File: src/rtl/lfss_pkg.sv
// Shared types, codes and helpers for the line follow search sequencer.
`default_nettype none

package lfss_pkg;

    localparam int TIMER_WIDTH = 16;
    localparam int CFG_W       = 16;
    localparam int CLAMP_W     = (TIMER_WIDTH > CFG_W) ? TIMER_WIDTH : CFG_W;
    localparam int APB_DATA_W  = 32;
    localparam int APB_ADDR_W  = 3;
    localparam int REG_SEL_BIT = 2;

    localparam logic [CFG_W-1:0] SEARCH_TICKS_RESET = CFG_W'(200);
    localparam logic [CFG_W-1:0] PAUSE_TICKS_RESET  = CFG_W'(0);

    localparam logic REG_SEARCH_TICKS = 1'b0;
    localparam logic REG_PAUSE_TICKS  = 1'b1;

    typedef logic [TIMER_WIDTH-1:0] timer_t;
    typedef logic [CFG_W-1:0]       cfg_word_t;

    typedef enum logic [2:0] {
        PH_FOLLOW       = 3'd0,
        PH_SEARCH_LAST  = 3'd1,
        PH_RETURN_A     = 3'd2,
        PH_SEARCH_OTHER = 3'd3,
        PH_RETURN_B     = 3'd4,
        PH_SEARCH_FWD   = 3'd5,
        PH_PAUSE        = 3'd6,
        PH_HALTED       = 3'd7
    } phase_t;

    typedef enum logic [1:0] {
        CMD_STOP    = 2'd0,
        CMD_FORWARD = 2'd1,
        CMD_LEFT    = 2'd2,
        CMD_RIGHT   = 2'd3
    } cmd_t;

    localparam logic DIR_LEFT  = 1'b0;
    localparam logic DIR_RIGHT = 1'b1;

    typedef struct packed {
        phase_t phase;
        phase_t after_pause;
        logic   last_dir;
        timer_t tick;
    } state_t;

    typedef struct packed {
        cmd_t   cmd;
        phase_t phase;
        logic   halted;
    } result_t;

    // Saturates a register value to the largest count the timer can hold.
    function automatic timer_t clamp_target(input cfg_word_t v);
        logic [CLAMP_W-1:0] wide;
        logic [CLAMP_W-1:0] lim;
        wide = CLAMP_W'(v);
        lim  = CLAMP_W'({TIMER_WIDTH{1'b1}});
        if (wide > lim)
        begin
            clamp_target = {TIMER_WIDTH{1'b1}};
        end
        else
        begin
            clamp_target = TIMER_WIDTH'(wide);
        end
    endfunction

endpackage

`default_nettype wire

File: src/rtl/line_follow_search_sequencer.sv
// Top level of the line follow search sequencer with its register port.
//
// Each input beat is one tick carrying line_seen; each output beat carries the
// motor command, the phase that ran on that tick and the halted flag. Beats
// leave in the order they arrive, exactly one output beat per input beat.
// An input beat is registered, then one step of the phase and timer logic
// turns it into an output beat in the output register, and out_valid rises
// when that output register is loaded with the beat.
// One beat is taken every cycle while the
// receiver keeps out_ready high; the one step stage sets that figure.
// When the receiver stalls, the output register holds its beat, the input
// register fills, and in_ready drops until the output beat is taken.
// The two registers search_ticks (address 0) and pause_ticks (address 4) are
// written over the APB port and should be written while no beat is in flight.
// Reset empties both registers, returns to follow mode facing right with the
// timer cleared, and loads search_ticks with 200 and pause_ticks with 0.
// Once every search fails the block reports halted until the next reset.
`default_nettype none

module line_follow_search_sequencer (
    input  wire                                  clk,
    input  wire                                  rst_n,
    input  wire                                  in_valid,
    output logic                                 in_ready,
    input  wire                                  line_seen,
    output logic                                 out_valid,
    input  wire                                  out_ready,
    output lfss_pkg::cmd_t                       motor_command,
    output lfss_pkg::phase_t                     phase,
    output logic                                 halted,
    input  wire                                  psel,
    input  wire                                  penable,
    input  wire                                  pwrite,
    input  wire  [lfss_pkg::APB_ADDR_W-1:0]      paddr,
    input  wire  [lfss_pkg::APB_DATA_W-1:0]      pwdata,
    output logic [lfss_pkg::APB_DATA_W-1:0]      prdata,
    output logic                                 pready
);
    import lfss_pkg::*;

    cfg_word_t search_ticks_reg;
    cfg_word_t pause_ticks_reg;
    logic      cfg_write;
    logic      reg_sel;

    logic      in_valid_reg;
    logic      line_seen_reg;
    logic      out_valid_reg;
    result_t   result_reg;
    state_t    state_reg;
    state_t    state_next;
    result_t   result_next;
    logic      out_advance;
    logic      step_fire;

    assign pready    = 1'b1;
    assign reg_sel   = paddr[REG_SEL_BIT];
    assign cfg_write = psel && penable && pwrite && pready;

    always_ff @(posedge clk or negedge rst_n)
    begin
        if (!rst_n)
        begin
            search_ticks_reg <= SEARCH_TICKS_RESET;
            pause_ticks_reg  <= PAUSE_TICKS_RESET;
        end
        else if (cfg_write)
        begin
            if (reg_sel == REG_SEARCH_TICKS)
            begin
                search_ticks_reg <= pwdata[CFG_W-1:0];
            end
            else
            begin
                pause_ticks_reg <= pwdata[CFG_W-1:0];
            end
        end
    end

    always_comb
    begin
        case (reg_sel)
            REG_SEARCH_TICKS: prdata = APB_DATA_W'(search_ticks_reg);
            REG_PAUSE_TICKS:  prdata = APB_DATA_W'(pause_ticks_reg);
            default:          prdata = '0;
        endcase
    end

    assign out_advance = !out_valid_reg || out_ready;
    assign in_ready    = !in_valid_reg || out_advance;
    assign step_fire   = in_valid_reg && out_advance;

    lfss_step u_step (
        .line_seen    (line_seen_reg),
        .search_ticks (search_ticks_reg),
        .pause_ticks  (pause_ticks_reg),
        .cur          (state_reg),
        .nxt          (state_next),
        .res          (result_next)
    );

    always_ff @(posedge clk or negedge rst_n)
    begin
        if (!rst_n)
        begin
            in_valid_reg          <= 1'b0;
            out_valid_reg         <= 1'b0;
            state_reg.phase       <= PH_FOLLOW;
            state_reg.after_pause <= PH_FOLLOW;
            state_reg.last_dir    <= DIR_RIGHT;
            state_reg.tick        <= '0;
        end
        else
        begin
            if (in_ready)
            begin
                in_valid_reg <= in_valid;
            end
            if (out_advance)
            begin
                out_valid_reg <= in_valid_reg;
            end
            if (step_fire)
            begin
                state_reg <= state_next;
            end
        end
    end

    always_ff @(posedge clk)
    begin
        if (in_ready && in_valid)
        begin
            line_seen_reg <= line_seen;
        end
        if (step_fire)
        begin
            result_reg <= result_next;
        end
    end

    assign out_valid     = out_valid_reg;
    assign motor_command = result_reg.cmd;
    assign phase         = result_reg.phase;
    assign halted        = result_reg.halted;

    a_halt_sticks: assert property (@(posedge clk) disable iff (!rst_n)
        state_reg.phase == PH_HALTED |=> state_reg.phase == PH_HALTED)
        else $error("Sequencer left the halted phase without a reset.");

    a_follow_timer_clear: assert property (@(posedge clk) disable iff (!rst_n)
        state_reg.phase == PH_FOLLOW |-> state_reg.tick == '0)
        else $error("Timer is not clear in follow mode.");

    a_stall_holds_input: assert property (@(posedge clk) disable iff (!rst_n)
        in_valid_reg && !out_advance |=> in_valid_reg && $stable(line_seen_reg))
        else $error("Held input beat was lost during an output stall.");

    a_forward_phase: assert property (@(posedge clk) disable iff (!rst_n)
        out_valid && motor_command == CMD_FORWARD
            |-> phase == PH_FOLLOW || phase == PH_SEARCH_FWD)
        else $error("Forward command issued outside follow or forward search.");

endmodule

`default_nettype wire

File: src/rtl/lfss_step.sv
// One tick of the search sequencer: next state and the motor command, phase and halted flag.
`default_nettype none

module lfss_step (
    input  wire                  line_seen,
    input  lfss_pkg::cfg_word_t  search_ticks,
    input  lfss_pkg::cfg_word_t  pause_ticks,
    input  lfss_pkg::state_t     cur,
    output lfss_pkg::state_t     nxt,
    output lfss_pkg::result_t    res
);
    import lfss_pkg::*;

    timer_t swing_tgt;
    timer_t pause_tgt;
    timer_t tick_inc;
    logic   swing_done;
    logic   pause_done;
    logic   pause_zero;
    cmd_t   turn;

    assign swing_tgt  = (clamp_target(search_ticks) == '0) ? TIMER_WIDTH'(1)
                                                           : clamp_target(search_ticks);
    assign pause_tgt  = clamp_target(pause_ticks);
    assign tick_inc   = cur.tick + TIMER_WIDTH'(1);
    assign swing_done = tick_inc >= swing_tgt;
    assign pause_done = tick_inc >= pause_tgt;
    assign pause_zero = pause_ticks == '0;
    assign turn       = (cur.last_dir == DIR_RIGHT) ? CMD_RIGHT : CMD_LEFT;

    always_comb
    begin
        logic   go_enter;
        logic   go_finish;
        phase_t enter_ph;
        phase_t finish_ph;
        nxt       = cur;
        go_enter  = 1'b0;
        go_finish = 1'b0;
        enter_ph  = PH_FOLLOW;
        finish_ph = PH_FOLLOW;
        case (cur.phase)
            PH_FOLLOW:
            begin
                if (!line_seen)
                begin
                    go_enter = 1'b1;
                    enter_ph = PH_SEARCH_LAST;
                end
            end
            PH_SEARCH_LAST, PH_SEARCH_OTHER, PH_SEARCH_FWD:
            begin
                if (line_seen)
                begin
                    go_finish = 1'b1;
                    finish_ph = PH_FOLLOW;
                end
                else
                begin
                    nxt.tick = tick_inc;
                    if (swing_done)
                    begin
                        go_finish = 1'b1;
                        case (cur.phase)
                            PH_SEARCH_LAST:  finish_ph = PH_RETURN_A;
                            PH_SEARCH_OTHER: finish_ph = PH_RETURN_B;
                            default:         finish_ph = PH_HALTED;
                        endcase
                    end
                end
            end
            PH_RETURN_A, PH_RETURN_B:
            begin
                nxt.tick = tick_inc;
                if (swing_done)
                begin
                    go_finish = 1'b1;
                    finish_ph = (cur.phase == PH_RETURN_A) ? PH_SEARCH_OTHER : PH_SEARCH_FWD;
                end
            end
            PH_PAUSE:
            begin
                nxt.tick = tick_inc;
                if (pause_done)
                begin
                    go_enter = 1'b1;
                    enter_ph = cur.after_pause;
                end
            end
            default:
            begin
            end
        endcase

        if (go_finish)
        begin
            if (pause_zero)
            begin
                go_enter = 1'b1;
                enter_ph = finish_ph;
            end
            else
            begin
                nxt.after_pause = finish_ph;
                nxt.phase       = PH_PAUSE;
                nxt.tick        = '0;
            end
        end

        if (go_enter)
        begin
            nxt.phase = enter_ph;
            nxt.tick  = '0;
            if (enter_ph == PH_RETURN_A || enter_ph == PH_RETURN_B)
            begin
                nxt.last_dir = ~cur.last_dir;
            end
        end
    end

    always_comb
    begin
        res.phase  = cur.phase;
        res.halted = cur.phase == PH_HALTED;
        case (cur.phase)
            PH_FOLLOW:                       res.cmd = line_seen ? CMD_FORWARD : CMD_STOP;
            PH_SEARCH_LAST, PH_SEARCH_OTHER: res.cmd = line_seen ? CMD_STOP : turn;
            PH_SEARCH_FWD:                   res.cmd = line_seen ? CMD_STOP : CMD_FORWARD;
            PH_RETURN_A, PH_RETURN_B:        res.cmd = turn;
            default:                         res.cmd = CMD_STOP;
        endcase
    end

endmodule

`default_nettype wire

File: config.mk
export PLATFORM = sky130hd
export DESIGN_NAME = line_follow_search_sequencer
export DESIGN_NICKNAME = d
export VERILOG_FILES = /design/src/rtl/lfss_pkg.sv /design/src/rtl/line_follow_search_sequencer.sv /design/src/rtl/lfss_step.sv
export SDC_FILE = /design/constraint.sdc
export NUM_CORES = 1
export LEC_CHECK = 0
export BUFFER_PORTS_ARGS = -buffer_cell sky130_fd_sc_hd__buf_2
export CORE_AREA = 2 2 93 95
export CTS_CLUSTER_DIAMETER = 60
export CTS_CLUSTER_SIZE = 28
export DETAILED_ROUTE_END_ITERATION = 16
export DIE_AREA = 0 0 95 97
export PLACE_DENSITY = 0.78
export SLEW_MARGIN = 15
export SYNTH_ARGS = -nofsm -noshare
export SYNTH_HDL_FRONTEND = slang
export SYNTH_SLANG_ARGS = --single-unit
File: constraint.sdc
create_clock -name clk -period 4.35 [get_ports clk]
set_clock_uncertainty 0.05 [all_clocks]
set_input_delay 0.87 -clock clk [delete_from_list [all_inputs] [get_ports clk]]
set_output_delay 0.87 -clock clk [all_outputs]
set_load 0.1 [all_outputs]
==> impl_metrics.py <==
metrics = {
    "synth": {
        "yosys-top-cells-area": "dfrtp_1 30%, ha_1 9.4%, mux2_2 9.3%",
        "ys_warn_count": 0,
        "yosysTopAreaCellShare_pct": 30.3,
        "ys_ff_latch": 64,
        "yosys-top-cells-count": "53 x dfrtp_1, 43 x nand2_1, 38 x inv_1, 36 x mux2_2, 33 x ha_1",
        "yosysTopAreaCell": "dfrtp_1",
        "synth.avg_cell_area_um2": 9.76,
        "synth_edf_count": 7,
        "seq_area_frac_synth_pct": 37.5,
        "ys_types": 61,
        "synth.most_common_cell": "dfrtp_1",
        "syn_inst": 448,
        "synthArstFlopShare_pct": 89.1,
        "synth-main-ff-cell": "dfrtp_1",
        "synthesis.area_mm2": 0.00437,
    },
    "setup_path": {
        "cp_slowest_cell": "dfrtp_1",
        "r2r_start": "state_reg[0]$_DFFE_PN0P_",
        "r2r_end": "state_reg[16]$_DFFE_PN1P_",
        "critical_path_depth": 16,
        "regToRegSetupSlack_ps": 270,
        "crit_top_cell": "nand4_2",
        "setup.worst_path.start_class": "flip-flop",
        "crit_fanout": 6,
        "critical_path.cell_chain": "ha_1 > nand3_1 > nor4_1 > buf_4 > nand3_1 > xor2_1 > inv_1 > ha_1 > nand4_2 > nor2_1 > nand4_2 > o211ai_1 > nand4_2 > a21oi_2 > o2111a_1 > xor2_1",
        "cp_num_buf_inv": 2,
        "r2r_cells": 16,
        "critPathKind": "reg -> reg",
        "max_stage_delay_ps": 480,
        "crit_arrival_ps": 4310,
        "cp-end-kind": "flip-flop",
        "cp.required_ps": 4570,
        "critPathTopFamily": "simple AND/OR/NAND/NOR gates",
    },
    "clock_network": {
        "cts_buffers": 9,
        "cts.sinks": 64,
        "htreeDepth": 3,
        "clkLatencyLatePin_ps": 350,
        "cts_tree": "built",
        "cts_root_buf": "clkbuf_8",
        "postCtsSetupRepairBufs": 0,
        "path_clk_slew_ps": 80,
        "cts_max_path_buffers": 2,
    },
    "floorplanning": {
        "core_area_mm2": 0.00813,
        "rows": 33,
        "ios": 84,
        "die_w_um": 95,
        "start_util_pct": 53.8,
        "die_area_mm2": 0.00922,
        "die_y_um": 97,
    },
    "global_route": {
        "grt_pass1_vias": 3419,
        "antenna_found_initial": 0,
        "grt_max_degree": 34,
        "grt_pass1_wl_um": 16200,
        "grt_overflow_total": 0,
        "grt_usage_pct": 22.4,
    },
    "sta": {
        "clock.fmax_mhz": 245,
        "setup_ws_ps": 266,
        "finalCriticalPeriod_ps": 4080,
        "period_share_pct": 93.9,
        "worst_pin_slew_ps": 915,
        "relSlewSlack_pct": 38.8,
        "finalSetupTns_ps": 0,
        "drv_slew": 0,
        "setup_viol": 0,
        "hold_viol": 0,
        "rsz0062_at_grt": "no",
    },
    "job": {
        "drv_cap": 0,
    },
    "finish": {
        "fin_cells": 602,
        "fin_nets": 568,
        "drive_above_1_share_pct": 25.8,
        "diodes": 0,
        "largest_register_ffs": 23,
        "area_growth_pct": 10.2,
    },
    "worst_hold_path": {
        "min_delay_path_depth": 1,
        "hp-start": "in_valid_reg$_DFFE_PN0N_",
        "hp-class": "reg -> reg",
        "min_to": "out_valid$_DFFE_PN0P_",
    },
    "placement": {
        "dp_slack_ps": 304,
        "numPortBuffers": 48,
        "dp.cells": 586,
        "dpl.hpwl_um": 7290,
        "place_congestion": 0.972,
    },
    "drt": {
        "ant_nets": 0,
        "wl_um": 9510,
        "dr.pass1.iters": 4,
        "drt_iter0_markers": 210,
        "avgViaCountPerCell": 5.72,
        "post-route-drc-count": 0,
        "num_vias": 3443,
        "drt-wirelength-per-cell_um": 15.8,
    },
    "outcome": {
        "status": "finished clean",
    },
    "power_and_ir_drop": {
        "vdd_ir_drop_max_v": 0.000488,
        "p_per_area_mw_per_mm2": 574,
        "leakagePower_nw": 2.28,
    },
}
cells in the final DEF, fill, tap and decap left out, types with 11 or more instances in the layout:
cell type	Yosys	layout
nor4_1	11	11
a21oi_1	13	13
xor2_1	11	11
nand2_1	43	43
ha_1	33	33
mux2_2	36	36
inv_1	38	38
nor2_1	12	12
o21ai_0	32	32
conb_1	2	17
dfrtp_1	53	53
buf_2	2	48
layout make-up:
cell class,count,area [um2]
multi-input combinational,328,2440
fill,681,3320
clock inverter,5,56.3
inverter,38,143
timing repair buffer,51,263
sequential,64,1640
tap,105,131
clock buffer,11,141
logic make-up (layout without fill, tap and decap cells):
logic type	Yosys count	in the layout	share of synthesized area [%]
AOI/OAI and AO/OA	96	96	15.6
xor gates and xnor gates	16	16	3.20
adders and majority gates	33	33	9.44
buffers and inverters	71	105	8.38
DFF	64	64	37.5
muxes	39	39	9.96
other	2	17	0.172
and+or+nand+nor	127	127	15.7
timing repair:
action / in CTS / in global routing
hold buffers: 0 / 0
gates resized for setup: 0 / 3
setup endpoints to repair: 0 / 8
stage by stage:
step	util (%)	hold WS (ps)	power, mW	cell area, um2
global placement	56.5	429	2.19	4600
CTS	59.0	453	2.75	4800
global route	59.2	487	2.93	4820
floorplan	-	397	2.00	4430
detailed placement	56.5	433	2.23	4600
finish	59.2	448	2.77	4820
metal layers:
metal / vias to the layer above / GRT usage (%) / part of all wire, %
met5: - / 0 / 0
met4: 0 / 9.36 / 2.9
met3: 23 / 3.74 / 3.6
met2: 82 / 35.4 / 48
li1: 1668 / - / -
met1: 1670 / 30.2 / 45
power by group:
group	total [mW]	leakage, nW	internal [mW]	switching (mW)
Combinational	1.34	1.41	0.410	0.926
Clock	0.519	0.0993	0.279	0.240
Sequential	0.910	0.775	0.745	0.165
Total	2.77	2.28	1.43	1.33
worst max path at each step:
stage / startpoint / end
finish: state_reg[0]$_DFFE_PN0P_ / state_reg[16]$_DFFE_PN1P_
global route: state_reg[0]$_DFFE_PN0P_ / state_reg[19]$_DFFE_PN0P_
CTS: state_reg[0]$_DFFE_PN0P_ / state_reg[18]$_DFFE_PN0P_
detailed placement: state_reg[0]$_DFFE_PN0P_ / state_reg[18]$_DFFE_PN0P_
global placement: state_reg[0]$_DFFE_PN0P_ / state_reg[17]$_DFFE_PN0P_
floorplan: paddr[2] / prdata[15]
(Power assumes the default switching activity.)
